--- src/sv/dks_pkg.sv ---
// Shared constants, permutation tables and helper functions for the DES key schedule.
package dks_pkg;

	localparam int KEY_W  = 64;
	localparam int CD_W   = 56;
	localparam int HALF_W = 28;
	localparam int RK_W   = 48;
	localparam int ROUNDS = 16;
	localparam int IDX_W  = $clog2(ROUNDS);

	typedef logic [HALF_W-1:0] half_t;
	typedef logic [CD_W-1:0]   cd_t;
	typedef logic [RK_W-1:0]   rkey_t;
	typedef logic [IDX_W-1:0]  ridx_t;

	// A set bit marks a round whose halves rotate by two places instead of one.
	localparam logic [ROUNDS-1:0] ROT_TWO = 16'b0111_1110_1111_1100;

	// Table entry n selects source bit n-1, counted from the least significant bit.
	localparam logic [6:0] PC1_TAB [CD_W] = '{
		7'd57, 7'd49, 7'd41, 7'd33, 7'd25, 7'd17, 7'd9,
		7'd1,  7'd58, 7'd50, 7'd42, 7'd34, 7'd26, 7'd18,
		7'd10, 7'd2,  7'd59, 7'd51, 7'd43, 7'd35, 7'd27,
		7'd19, 7'd11, 7'd3,  7'd60, 7'd52, 7'd44, 7'd36,
		7'd63, 7'd55, 7'd47, 7'd39, 7'd31, 7'd23, 7'd15,
		7'd7,  7'd62, 7'd54, 7'd46, 7'd38, 7'd30, 7'd22,
		7'd14, 7'd6,  7'd61, 7'd53, 7'd45, 7'd37, 7'd29,
		7'd21, 7'd13, 7'd5,  7'd28, 7'd20, 7'd12, 7'd4
	};

	localparam logic [6:0] PC2_TAB [RK_W] = '{
		7'd14, 7'd17, 7'd11, 7'd24, 7'd1,  7'd5,
		7'd3,  7'd28, 7'd15, 7'd6,  7'd21, 7'd10,
		7'd23, 7'd19, 7'd12, 7'd4,  7'd26, 7'd8,
		7'd16, 7'd7,  7'd27, 7'd20, 7'd13, 7'd2,
		7'd41, 7'd52, 7'd31, 7'd37, 7'd47, 7'd55,
		7'd30, 7'd40, 7'd51, 7'd45, 7'd33, 7'd48,
		7'd44, 7'd49, 7'd39, 7'd56, 7'd34, 7'd53,
		7'd46, 7'd42, 7'd50, 7'd36, 7'd29, 7'd32
	};

	function automatic cd_t pc1(input logic [KEY_W-1:0] key);
		cd_t r;
		r = '0;
		for (int i = 0; i < CD_W; i++) begin
			r[i] = key[6'(PC1_TAB[i] - 7'd1)];
		end
		return r;
	endfunction

	function automatic rkey_t pc2(input cd_t cd);
		rkey_t r;
		r = '0;
		for (int i = 0; i < RK_W; i++) begin
			r[i] = cd[6'(PC2_TAB[i] - 7'd1)];
		end
		return r;
	endfunction

	function automatic half_t rotl(input half_t x, input logic two);
		return two ? {x[HALF_W-3:0], x[HALF_W-1:HALF_W-2]} : {x[HALF_W-2:0], x[HALF_W-1]};
	endfunction

endpackage

--- src/sv/dks_cell.sv ---
// One round cell: rotates the halves it receives and holds them for its round.
module dks_cell (
	input  logic           clk,
	input  logic           arst_n,
	input  logic           en,
	input  logic           rot_two,
	input  logic           v_i,
	input  dks_pkg::half_t c_i,
	input  dks_pkg::half_t d_i,
	output logic           v_o,
	output dks_pkg::half_t c_o,
	output dks_pkg::half_t d_o
);
	import dks_pkg::*;

	logic  valid_q;
	half_t c_q;
	half_t d_q;

	always_ff @(posedge clk or negedge arst_n) begin
		if (!arst_n) begin
			valid_q <= 1'b0;
		end else if (en) begin
			valid_q <= v_i;
		end
	end

	always_ff @(posedge clk) begin
		if (en) begin
			c_q <= rotl(c_i, rot_two);
			d_q <= rotl(d_i, rot_two);
		end
	end

	assign v_o = valid_q;
	assign c_o = c_q;
	assign d_o = d_q;

endmodule

--- src/sv/dks_out.sv ---
// Output stage: picks the occupied cell, applies PC2 and holds the result for the receiver.
module dks_out (
	input  logic                                     clk,
	input  logic                                     arst_n,
	input  logic                                     out_stall,
	input  logic [dks_pkg::ROUNDS-1:0]               cell_v,
	input  logic [dks_pkg::ROUNDS-1:0][dks_pkg::HALF_W-1:0] cell_c,
	input  logic [dks_pkg::ROUNDS-1:0][dks_pkg::HALF_W-1:0] cell_d,
	output logic                                     adv,
	output logic                                     out_valid,
	output dks_pkg::rkey_t                           round_key,
	output dks_pkg::ridx_t                           round_index,
	output logic                                     last
);
	import dks_pkg::*;

	logic  valid_q;
	rkey_t key_q;
	ridx_t idx_q;
	logic  last_q;
	half_t sel_c;
	half_t sel_d;
	ridx_t sel_idx;

	// At most one cell is occupied, so an OR of the masked cells is the selection.
	always_comb begin
		sel_c   = '0;
		sel_d   = '0;
		sel_idx = '0;
		for (int r = 0; r < ROUNDS; r++) begin
			sel_c   = sel_c | (cell_c[r] & {HALF_W{cell_v[r]}});
			sel_d   = sel_d | (cell_d[r] & {HALF_W{cell_v[r]}});
			sel_idx = sel_idx | (IDX_W'(r) & {IDX_W{cell_v[r]}});
		end
	end

	assign adv = !valid_q || !out_stall;

	always_ff @(posedge clk or negedge arst_n) begin
		if (!arst_n) begin
			valid_q <= 1'b0;
		end else if (adv) begin
			valid_q <= |cell_v;
		end
	end

	always_ff @(posedge clk) begin
		if (adv) begin
			key_q  <= pc2({sel_d, sel_c});
			idx_q  <= sel_idx;
			last_q <= (sel_idx == IDX_W'(ROUNDS - 1));
		end
	end

	assign out_valid   = valid_q;
	assign round_key   = key_q;
	assign round_index = idx_q;
	assign last        = last_q;

endmodule

--- src/sv/des_key_schedule.sv ---
// Top level of the DES key schedule: a chain of round cells feeding a registered output stage.
//
// A 64-bit key arrives on the input channel (in_valid, in_stall, key). Each accepted
// request yields sixteen round keys on the output channel (out_valid, out_stall,
// round_key, round_index, last), in round order 0 to 15, with last set on round 15.
// The key passes through PC1 and enters the first of sixteen round cells; each cell
// applies its own fixed rotation of one or two places to both halves and hands them on.
// Only one key lives in the chain at a time, and its position is its round number.
// Round 0 is held first in the first cell and then in the output register before it
// appears on the output, and further rounds follow one per cycle while the receiver
// keeps out_stall low. All cells share the single output register, and the chain holds
// one key at a time: a new key is taken on the same edge at which round 15 moves into
// the output register, so consecutive runs follow with no gap.
// When the receiver stalls, the output register holds its round key and the whole
// chain freezes; an empty chain still takes a key while a result waits.
// Reset clears the cell valid bits and the output valid bit, leaving the block idle.
module des_key_schedule (
	input  logic                          clk,
	input  logic                          arst_n,
	input  logic                          in_valid,
	output logic                          in_stall,
	input  logic [dks_pkg::KEY_W-1:0]     key,
	output logic                          out_valid,
	input  logic                          out_stall,
	output dks_pkg::rkey_t                round_key,
	output dks_pkg::ridx_t                round_index,
	output logic                          last
);
	import dks_pkg::*;

	logic [ROUNDS-1:0]             cell_v;
	logic [ROUNDS-1:0][HALF_W-1:0] cell_c;
	logic [ROUNDS-1:0][HALF_W-1:0] cell_d;
	logic                          adv;
	logic                          any_v;
	logic                          cell_en;
	logic                          in_fire;
	cd_t                           cd_in;

	assign any_v = |cell_v;

	// The chain moves whenever the output register can take a round key. An empty
	// chain may always load, since only zero valid bits shift through it.
	assign cell_en = adv || !any_v;

	// A new key may enter when the chain is empty, or when the last round is leaving.
	assign in_stall = !(!any_v || (adv && cell_v[ROUNDS-1]));
	assign in_fire  = in_valid && !in_stall;

	assign cd_in = pc1(key);

	// The first cell takes the PC1 halves; every other cell takes its neighbour's.
	for (genvar r = 0; r < ROUNDS; r++) begin : g_cell
		if (r == 0) begin : g_head
			dks_cell u_cell (
				.clk     (clk),
				.arst_n  (arst_n),
				.en      (cell_en),
				.rot_two (ROT_TWO[r]),
				.v_i     (in_fire),
				.c_i     (cd_in[HALF_W-1:0]),
				.d_i     (cd_in[CD_W-1:HALF_W]),
				.v_o     (cell_v[r]),
				.c_o     (cell_c[r]),
				.d_o     (cell_d[r])
			);
		end else begin : g_body
			dks_cell u_cell (
				.clk     (clk),
				.arst_n  (arst_n),
				.en      (cell_en),
				.rot_two (ROT_TWO[r]),
				.v_i     (cell_v[r-1]),
				.c_i     (cell_c[r-1]),
				.d_i     (cell_d[r-1]),
				.v_o     (cell_v[r]),
				.c_o     (cell_c[r]),
				.d_o     (cell_d[r])
			);
		end
	end

	dks_out u_out (
		.clk         (clk),
		.arst_n      (arst_n),
		.out_stall   (out_stall),
		.cell_v      (cell_v),
		.cell_c      (cell_c),
		.cell_d      (cell_d),
		.adv         (adv),
		.out_valid   (out_valid),
		.round_key   (round_key),
		.round_index (round_index),
		.last        (last)
	);

	// Only one key may ever be held in the chain.
	a_one_key: assert property (@(posedge clk) disable iff (!arst_n) $onehot0(cell_v))
		else $error("more than one round cell occupied");

	// An accepted key must land in the first cell.
	a_enter: assert property (@(posedge clk) disable iff (!arst_n) in_fire |=> cell_v[0])
		else $error("accepted key did not enter the first cell");

	// When the final cell drains, the output must present the last round.
	a_drain: assert property (@(posedge clk) disable iff (!arst_n)
		(adv && cell_v[ROUNDS-1]) |=> (out_valid && last))
		else $error("final round did not reach the output");

endmodule
--- config.mk ---
export PLATFORM = sky130hd
export DESIGN_NAME = des_key_schedule
export DESIGN_NICKNAME = d
export VERILOG_FILES = /design/src/sv/dks_pkg.sv /design/src/sv/dks_cell.sv /design/src/sv/dks_out.sv /design/src/sv/des_key_schedule.sv
export SDC_FILE = /design/constraint.sdc
export NUM_CORES = 1
export LEC_CHECK = 0
export ABC_AREA = 1
export BUFFER_PORTS_ARGS = -buffer_cell sky130_fd_sc_hd__clkbuf_2
export CAP_MARGIN = 25
export CORE_UTILIZATION = 62
export CTS_CLUSTER_DIAMETER = 80
export CTS_CLUSTER_SIZE = 40
export DETAILED_ROUTE_END_ITERATION = 6
export PLACE_DENSITY = 0.8
export SLEW_MARGIN = 20
export SYNTH_ARGS = -nofsm -noshare
export SYNTH_HDL_FRONTEND = slang
export SYNTH_SLANG_ARGS = --single-unit
--- constraint.sdc ---
create_clock -name clk -period 15.5 [get_ports clk]
set_clock_uncertainty 0.05 [all_clocks]
set_input_delay 0.775 -clock clk [delete_from_list [all_inputs] [get_ports clk]]
set_output_delay 0.775 -clock clk [all_outputs]
set_load 0.02 [all_outputs]
# Yosys cells after proc, flatten, opt, wreduce, memory -nomap -nowiden
# Cells that the tools add are included.
# Widths: inputs -> output; s select.
# op_classes
n_eq_ne,1
bitwise,76
reduce_logical,10
# ops
cell,n
$and 28x28->28,32
$or 28x28->28,30
$or 4x4->4,8
$or 4x3->4,4
$reduce_or 16->1,1
$eq 4x4->1 const B,1
$logic_not 1->1,4
$or 4x2->4,1
$logic_or 1x1->1,3
$logic_and 1x1->1,2
$or 1x2->2,1
# totals
reg_bits,966
inputBits,68
output_inout_bits,55
wordCells,139

# Logic depth before layout (Yosys ltp)
# Gate-level depths: netlist (run 1).
# logic_depth
depth_word,16
depth_mapped,9
mapped_depth_nobuf,7

# Cells and area by module
# A second synthesis (run 1) with hierarchy kept.
# hier_totals
hier_cells,5373
hier_area_um2,47126.4
# by_module_without_submodules
mod,n_inst,cells_each,area_each_um2,seq_area_each_um2
dks_cell,16,242,2471.1,1706.6
dks_out,1,1478,7480.9,1616.6
des_key_schedule,1,23,107.6,0.0

# Least setup slack after synthesis (run 1)
# OpenSTA, ideal clock, no wires.
# synth_timing
kind,input to register
from,in out_stall
to,"reg g_cell[0].g_head.u_cell.c_q[0], enable pin"
setup_ns,0.474
t_arrival_ns,5.261
required_ns,14.976
setup_slack_ns,9.715
cell_stages,4
path_buffers,1
cell_sequence,nand2_1 > clkinv_1 > nand2_4 > buf_12
# synth_via
elab_chain_len,3
# synth_lines
element,line,rtl
"start, declared",des_key_schedule.sv:24,"input logic out_stall,"
$logic_not 1->1,dks_out.sv:37,assign adv = !valid_q || !out_stall;
$logic_or 1x1->1,dks_out.sv:37,
$logic_or 1x1->1,des_key_schedule.sv:44,assign cell_en = adv || !any_v;
net cell_en,des_key_schedule.sv:36,logic cell_en;
"end signal, assigned",dks_cell.sv:30,"c_q <= rotl(c_i, rot_two);"
"end, declared",dks_cell.sv:17,half_t c_q;
# The timed path passes the listed nets, and every way through them passes these cells.
# A chain may end at the register's enable or synchronous reset.

# Worst setup path after layout (run 1)
# layout_timing
from,reg u_out.valid_q (netlist: u_out.out_valid)
to,"reg g_cell[4].g_body.u_cell.c_q[27], enable pin"
# layout_via
elab_chain_len,3
# layout_lines
element,line,rtl
"start, declared",dks_out.sv:17,logic valid_q;
"start signal, assigned",dks_out.sv:43,valid_q <= |cell_v;
$logic_not 1->1,dks_out.sv:37,
$logic_or 1x1->1,dks_out.sv:37,
net adv,des_key_schedule.sv:34,logic adv;
$logic_or 1x1->1,des_key_schedule.sv:44,
"end signal, assigned",dks_cell.sv:30,
"end, declared",dks_cell.sv:17,
# The timed path passes the listed nets, and every way through them passes these cells.

==> results.md, run 1 <==
* Slowest stage delay, CP at 0.84 ns
* Die Span X at 236.9 microns
* Final ANT Viol Nets at 0
* Max clock buf depth at 3
* RSZ-0062 raised after global routing: false
* Placer Congestion at 0.8753
* Util after Layout at 67.63%
* Synth top area cells: edfxtp_1 83%, nand2_1 9.0%, nand4_1 3.3%, dfrtp_1 1.2%, nor2_1 1.1%
* Diode count at 0
* Yosys top cell by area: edfxtp_1
* Core area at 54130 sq um
* I/O pin total at 123
* Critical path type: flop to flop
* Sink Count at 958
* Min-delay src: key[38]
* Critical Path AT at 4.82 ns
* Startpoint types: flop
* Initial DRC Count at 3177
* Worst Hold Slack at 0.2157 ns
* Reg2reg start: u_out.out_valid
* Fmax at 219.1 MHz
* M1 WL at 27970 microns
* Drt first pass iters at 6
* First-pass GRT wire length at 112400 microns
* Share of cells above drive strength 1 at 9.759%
* Mapped Cells at 2229
* Synth-to-Final Area Change at 7.030%
* P_leak at 12.79 nW
* Warnings, synthesis at 0
* Nets at 2372
* WL met2 at 35030 microns
* Area of the multi-input gates at 5097 sq um
* CTS Buf Count at 31
* Fill count at 3328
* Setup WS post-layout at 10.94 ns
* Initial antenna violation count at 3
* Via count at 18960
* H-tree levels at 1
* Async set-reset flop share out of synthesis at 1.775%
* Worst path bufs/invs at 3
* Congestion Overflow GR at 0
* IO Port Bufs at 114
* CTS tree: done
* Syn Area/Cell at 15.35 sq um
* Die area at 56120 sq um
* Hpwl dp at 45240 microns
* Setup crit end kind: flop
* Reg clk slew, reported paths at 0.13 ns
* Register area share after synthesis at 83.85%
* Yosys reg bits at 958
* Crit path from: u_out.out_valid
* Cell area power density at 248.8 nW/um^2
* Final setup viols at 0
* GRT Total Usage at 27.59%
* Hold WC Path Type: input port to flop
* Vias in the first global route at 18330
* Worst path cell trace: nand2_4, clkinv_1, nand2_8, buf_12, buf_4
* Sum Neg Setup Slack at 0 ns
* Std-Cell Rows at 85
* Register area at 28700 sq um
* Max-cap violations at 0
* Initial Utilization at 63.19%
* Most used DFF post-synth: edfxtp_1
* Top Layer Used: met5
* Final period utilization at 29.45%
* Setup Slack @ Placement at 9.628 ns
* Critical path's slowest cell: buf_4
* Final wirelength at 77090 microns
* Mapped Area at 34210 sq um
* Wire per inst at 25.51 microns
* Die H at 236.9 microns
* Count leader, synth: edfxtp_1
* Final Hold Viols at 0
* Post-DR vias/cell at 6.274
* Synth cell types at 19
* Peak supply drop at 0.0002636 V
* Number of synthesized flops with an enable pin at 941
* Commonest cells in the netlist: 941 x edfxtp_1, 819 x nand2_1, 182 x nand4_1
* DR DRC count at 0
* Wire length on met3 at 11660 microns
* Root Buffer: clkbuf_16
* Pin slew with the least headroom to its limit at 1.080 ns
* Status: complete, no violations
* Slew headroom at 27.97%
* Syn nets at 2297
* Largest net degree at the start of global routing at 212
* Critical Path RT at 15.75 ns
* Family with the most delay on the worst path: buffers and inverters
* Crit path time final at 4.565 ns
* CP Max Fanout at 204
* Clock Latency Late Sink at 0.67 ns
* Post-CTS Resized at 0
* Max Slew Vio Count at 0
* Share of the synthesized area in the top cell type at 82.60%
-- flip-flops by register name (all words and copies together) (netlist names) --
| signal | cells |
|---|---|
| g_cell.g_body.u_cell.d_o | 416 |
| u_out.last | 1 |
| g_cell.g_body.u_cell.c_o | 416 |
| u_out.round_index | 4 |
| u_out.out_valid | 1 |
| u_out.round_key | 48 |
| g_cell.g_head.u_cell.v_o | 1 |
| g_cell.g_head.u_cell.c_o | 28 |
| g_cell.g_head.u_cell.d_o | 28 |
| g_cell.g_body.u_cell.v_o | 15 |
-- stage by stage --
step / total power [mW] / cell area, sq um / instances
after global routing: 9.457 / 36610 / 3022
after CTS: 9.034 / 36500 / 3018
final: 9.109 / 36610 / 3022
after detailed placement: 7.879 / 35440 / 2962
after global placement: 7.778 / 35440 / 2962
after floorplan: 6.794 / 34210 / 2229
-- cells by family (layout without fill, tap and decap cells) --
kind of cell	Yosys count	count (layout)	synth area share (%)
buffers and inverters	102	199	1.298
and+or+nand+nor	1156	1156	14.52
DFF	958	958	83.85
AOI/OAI and AO/OA	13	13	0.3328
-- path summary, 6_finish.rpt --
check / endpoint / slack [ns] / depth (start not counted)
hold / removal: g_cell[0].g_head.u_cell.d_o[4] / 0.22 / 1
min in group asynchronous: g_cell[13].g_body.u_cell.v_o / 0.54 / 2
hold reg to reg: g_cell[1].g_body.u_cell.d_o[15] / 0.36 / 0
max in group asynchronous: g_cell[14].g_body.u_cell.v_o / 14.50 / 2
setup / recovery: g_cell[4].g_body.u_cell.c_o[27] / 10.94 / 5
setup reg to reg: g_cell[4].g_body.u_cell.c_o[27] / 10.94 / 5
-- cell usage in the layout, fill, tap and decap left out, drive strengths merged --
cell type    Yosys  final
edfxtp         941    941
nand2          833    833
nand4          182    182
clkbuf          59    155
nor2           111    111
buf             40     26
nand3           17     17
dfrtp           17     17
a22o            13     13
nand3b          13     13
clkinv           1      8
inv              2      8
bufinv           0      1
dlygate4sd3      0      1
-- per-layer routing --
| layer | up-vias | track usage (%) |
|---|---|---|
| met4 | 2 | 8.973 |
| met1 | 9167 | 40.23 |
| met3 | 203 | 6.878 |
| li1 | 8143 | - |
| met2 | 1446 | 41.52 |
| met5 | - | 0 |
-- worst register-to-register path: cells and delay by family (launching register included) --
| kind | cells | cell delay, ns |
|---|---|---|
| buf+inv | 3 | 2.57 |
| simple gates | 2 | 1.13 |
| flops | 1 | 0.42 |
-- area by class of cell --
cell class | count | share of cell area [%]
inverter | 3 | 0.03076
sequential | 958 | 78.40
multi-input combinational | 1169 | 13.92
tap | 696 | 2.379
clock buffer | 41 | 2.276
clock inverter | 14 | 0.5810
timing repair buffer | 141 | 2.416
-- report_power, final --
part / switching [mW] / internal, mW
clock: 0.751 / 0.424
sequential: 0.837 / 4.92
combinational: 1.65 / 0.524
-- what timing repair did --
action                     CTS  global route
hold endpoints to repair    17             0
hold buffers                 1             0
setup endpoints to repair    0             0
setup buffers                0             0
(Power assumes the default switching activity.)
==> run 2, diff against run 1 <==
--- a/config.mk
+++ b/config.mk
@@ -8,11 +8,11 @@
 export ABC_AREA = 1
 export BUFFER_PORTS_ARGS = -buffer_cell sky130_fd_sc_hd__clkbuf_2
 export CAP_MARGIN = 25
-export CORE_UTILIZATION = 62
+export CORE_UTILIZATION = 55
 export CTS_CLUSTER_DIAMETER = 80
 export CTS_CLUSTER_SIZE = 40
 export DETAILED_ROUTE_END_ITERATION = 6
-export PLACE_DENSITY = 0.8
+export PLACE_DENSITY = 0.75
 export SLEW_MARGIN = 20
 export SYNTH_ARGS = -nofsm -noshare
 export SYNTH_HDL_FRONTEND = slang
==> constraint.sdc (replaced) <==
create_clock -name clk -period 4 [get_ports clk]
set_clock_uncertainty 0.05 [all_clocks]
set_input_delay 0.2 -clock clk [delete_from_list [all_inputs] [get_ports clk]]
set_output_delay 0.2 -clock clk [all_outputs]
set_load 0.02 [all_outputs]
==> run 2 against run 1 <==
Effect of this change: sequential cell count unchanged; cell count increased by 7.1%; critical path depth decreased by 1; sequential share of layout area decreased by 2.2 points; non-clock buffer count increased by 82; combinational power increased to 4.1 times the previous value; critical path type unchanged; critical endpoint is now g_cell[7].g_body.u_cell.c_o[23]; fmax increased by 41%; count of clock-buffer cells in the layout decreased by 10; register-to-register slack got worse by 10 ns; first-iteration DRC count decreased by 11%.
==> results.md, run 2 (same netlist as run 1, synthesis figures left out) <==
* Cell mode on critical path: nand2_8
* Drt first pass iters at 6 (unchanged)
* Clock Latency Late Sink at 0.66 ns (was 0.67 ns)
* Critical path type: flop to flop (unchanged)
* Hold Path Depth at 3 (was 1)
* Final period utilization at 80.84% (was 29.45%)
* Commonest cells after routing, fill and taps aside: 941 x edfxtp_1, 818 x nand2_1, 182 x nand4_1 (unchanged)
* Setup Slack @ Placement at 0.7767 ns (was 9.628 ns)
* H-tree levels at 1 (unchanged)
* Peak supply drop at 0.0005849 V (was 0.0002636 V)
* Fmax at 309.3 MHz (was 219.1 MHz)
* Crit path time final at 3.234 ns (was 4.565 ns)
* IO Port Bufs at 114 (unchanged)
* Startpoint types: flop (unchanged)
* Setup slack, reg-to-reg at 0.77 ns (was 10.94 ns)
* Die area at 63200 sq um (was 56120 sq um)
* Final wirelength at 80260 microns (was 77090 microns)
* Sum Neg Setup Slack at 0 ns (unchanged)
* Setup WS post-layout at 0.7664 ns (was 10.94 ns)
* Die H at 251.4 microns (was 236.9 microns)
* Post-DR vias/cell at 5.962 (was 6.274)
* Initial antenna violation count at 3 (unchanged)
* Crit path from: u_out.out_valid (unchanged)
* Family with the most delay on the worst path: buffers and inverters (unchanged)
* Reg clk slew, reported paths at 0.12 ns (was 0.13 ns)
* Final ANT Viol Nets at 0 (unchanged)
* Setup bufs post-CTS at 0 (unchanged)
* Congestion Overflow GR at 0 (unchanged)
* Worst path cell trace: nand2_8, clkinv_1, nand2_8, buf_4 (was nand2_4, clkinv_1, nand2_8, buf_12, buf_4)
* Critical path's slowest cell: nand2_8 (was buf_4)
* Vias in the first global route at 18690 (was 18330)
* Hold endpoint: u_out.out_valid (was g_cell[0].g_head.u_cell.d_o[4])
* Max-cap violations at 0 (unchanged)
* Crit Reg-Reg Endpoint: g_cell[7].g_body.u_cell.c_o[23] (was g_cell[4].g_body.u_cell.c_o[27])
* Reg2reg start: u_out.out_valid (unchanged)
* Largest net degree at the start of global routing at 92 (was 212)
* Min-delay src: out_stall (was key[38])
* Most common cell after layout, fill and taps aside: edfxtp_1 (unchanged)
* Share of cells above drive strength 1 at 10.42% (was 9.759%)
* Slew headroom at 34.31% (was 27.97%)
* Diode count at 0 (unchanged)
* Placer Congestion at 0.8811 (was 0.8753)
* Critical Path RT at 4.24 ns (was 15.75 ns)
* Critical Path AT at 3.47 ns (was 4.82 ns)
* Pin slew with the least headroom to its limit at 0.9853 ns (was 1.080 ns)
* Die Span X at 251.4 microns (was 236.9 microns)
* GRT Total Usage at 25.22% (was 27.59%)
* DR DRC count at 0 (unchanged)
* RSZ-0062 raised after global routing: false (unchanged)
* CTS tree: done (unchanged)
* Final Hold Viols at 0 (unchanged)
* Wire per inst at 24.80 microns (was 25.51 microns)
* CP Max Fanout at 61 (was 204)
* R2r worst-path depth at 4 (was 5)
* Initial Utilization at 55.53% (was 63.19%)
* Root Buffer: clkbuf_16 (unchanged)
* Fill count at 4330 (was 3328)
* Max clock buf depth at 3 (unchanged)
* Core area at 61600 sq um (was 54130 sq um)
* Sink Count at 958 (unchanged)
* CTS Buf Count at 31 (unchanged)
* Initial DRC Count at 2842 (was 3177)
* Hpwl dp at 48680 microns (was 45240 microns)
* Max Slew Vio Count at 0 (unchanged)
* Cell area power density at 951.7 nW/um^2 (was 248.8 nW/um^2)
* Slowest stage delay, CP at 0.67 ns (was 0.84 ns)
* Synth-to-Final Area Change at 10.09% (was 7.030%)
* Util after Layout at 61.14% (was 67.63%)
* Status: complete, no violations (unchanged)
* Setup crit end kind: flop (unchanged)
* P_leak at 13.19 nW (was 12.79 nW)
* First-pass GRT wire length at 116200 microns (was 112400 microns)
* Nets at 2454 (was 2372)
* Worst path bufs/invs at 2 (was 3)
* Via count at 19300 (was 18960)
* I/O pin total at 123 (unchanged)
* Std-Cell Rows at 91 (was 85)
* Hold WC Path Type: input port to flop (unchanged)
* Post-CTS Resized at 0 (unchanged)
* Final setup viols at 0 (unchanged)
-- run 2: changes by cell type in the layout (fill, tap and decap cells not counted), sizes merged --
cell / before / now
buf: 26 / 50
bufinv: 1 / 2
clkinvlp: 0 / 1
clkinv: 8 / 6
dlygate4sd3: 1 / 59
inv: 8 / 10
clkbuf: 155 / 145
-- run 2: what timing repair did --
action | in CTS | in global routing
hold buffers | 59 | 0
setup endpoints to repair | 0 | 0
hold endpoints to repair | 74 | 0
-- run 2: stage by stage --
step | hold slack (ns) | area [sq um] | power, mW | std cells
after global placement | 0.1072 | 36040 | 30.71 | 3131
after global routing | 0.2017 | 37660 | 37.15 | 3237
after CTS | 0.1838 | 37660 | 35.64 | 3237
after detailed placement | 0.1094 | 36040 | 31.09 | 3131
final | 0.1825 | 37660 | 35.84 | 3237
after floorplan | -0.1456 | 34230 | 26.33 | 2229
-- run 2: report_power, final --
group / total, mW / switching (mW) / internal, mW
combinational: 8.83 / 6.47 / 2.37
clock: 4.58 / 2.93 / 1.65
sequential: 22.4 / 3.40 / 19.0
total: 35.8 / 12.8 / 23.0
-- run 2: layer usage --
metal	GRT usage (%)	part of all wire [%]	vias up
li1	-	-	8307
met1	35.91	38	9383
met2	38.86	46	1425
met3	6.088	13	181
met4	7.909	3.1	2
met5	0	0.016	-
-- run 2: tightest hold or removal path, delay by kind of cell --
| family | cells | cell delay (ns) |
|---|---|---|
| AND/OR/NAND/NOR | 2 | 0.49 |
| buffers and inverters | 1 | 0.13 |
-- run 2: worst max path at each step --
stage	slack, ns	depth (start not counted)	endpoint
2_1_floorplan	0.05	4	g_cell[0].g_head.u_cell.c_o[0]
3_3_place_gp	0.88	4	g_cell[7].g_body.u_cell.c_o[23]
3_5_place_dp	0.78	4	g_cell[7].g_body.u_cell.c_o[23]
4_1_cts	0.77	4	g_cell[10].g_body.u_cell.c_o[26]
5_1_grt	0.59	4	g_cell[7].g_body.u_cell.c_o[23]
6_report	0.77	4	g_cell[7].g_body.u_cell.c_o[23]
-- run 2: area by class of cell --
| type | instances | area [sq um] | area share (%) |
|---|---|---|---|
| Timing Repair Buffer | 223 | 1762 | 4.678 |
| Sequential cell | 958 | 28700 | 76.22 |
| Tap cell | 837 | 1047 | 2.781 |
| Inverter | 3 | 11.26 | 0.02990 |
| Clock inverter | 16 | 254.0 | 0.6745 |
| Clock buffer | 31 | 775.7 | 2.060 |
| Multi-Input combinational cell | 1169 | 5106 | 13.56 |
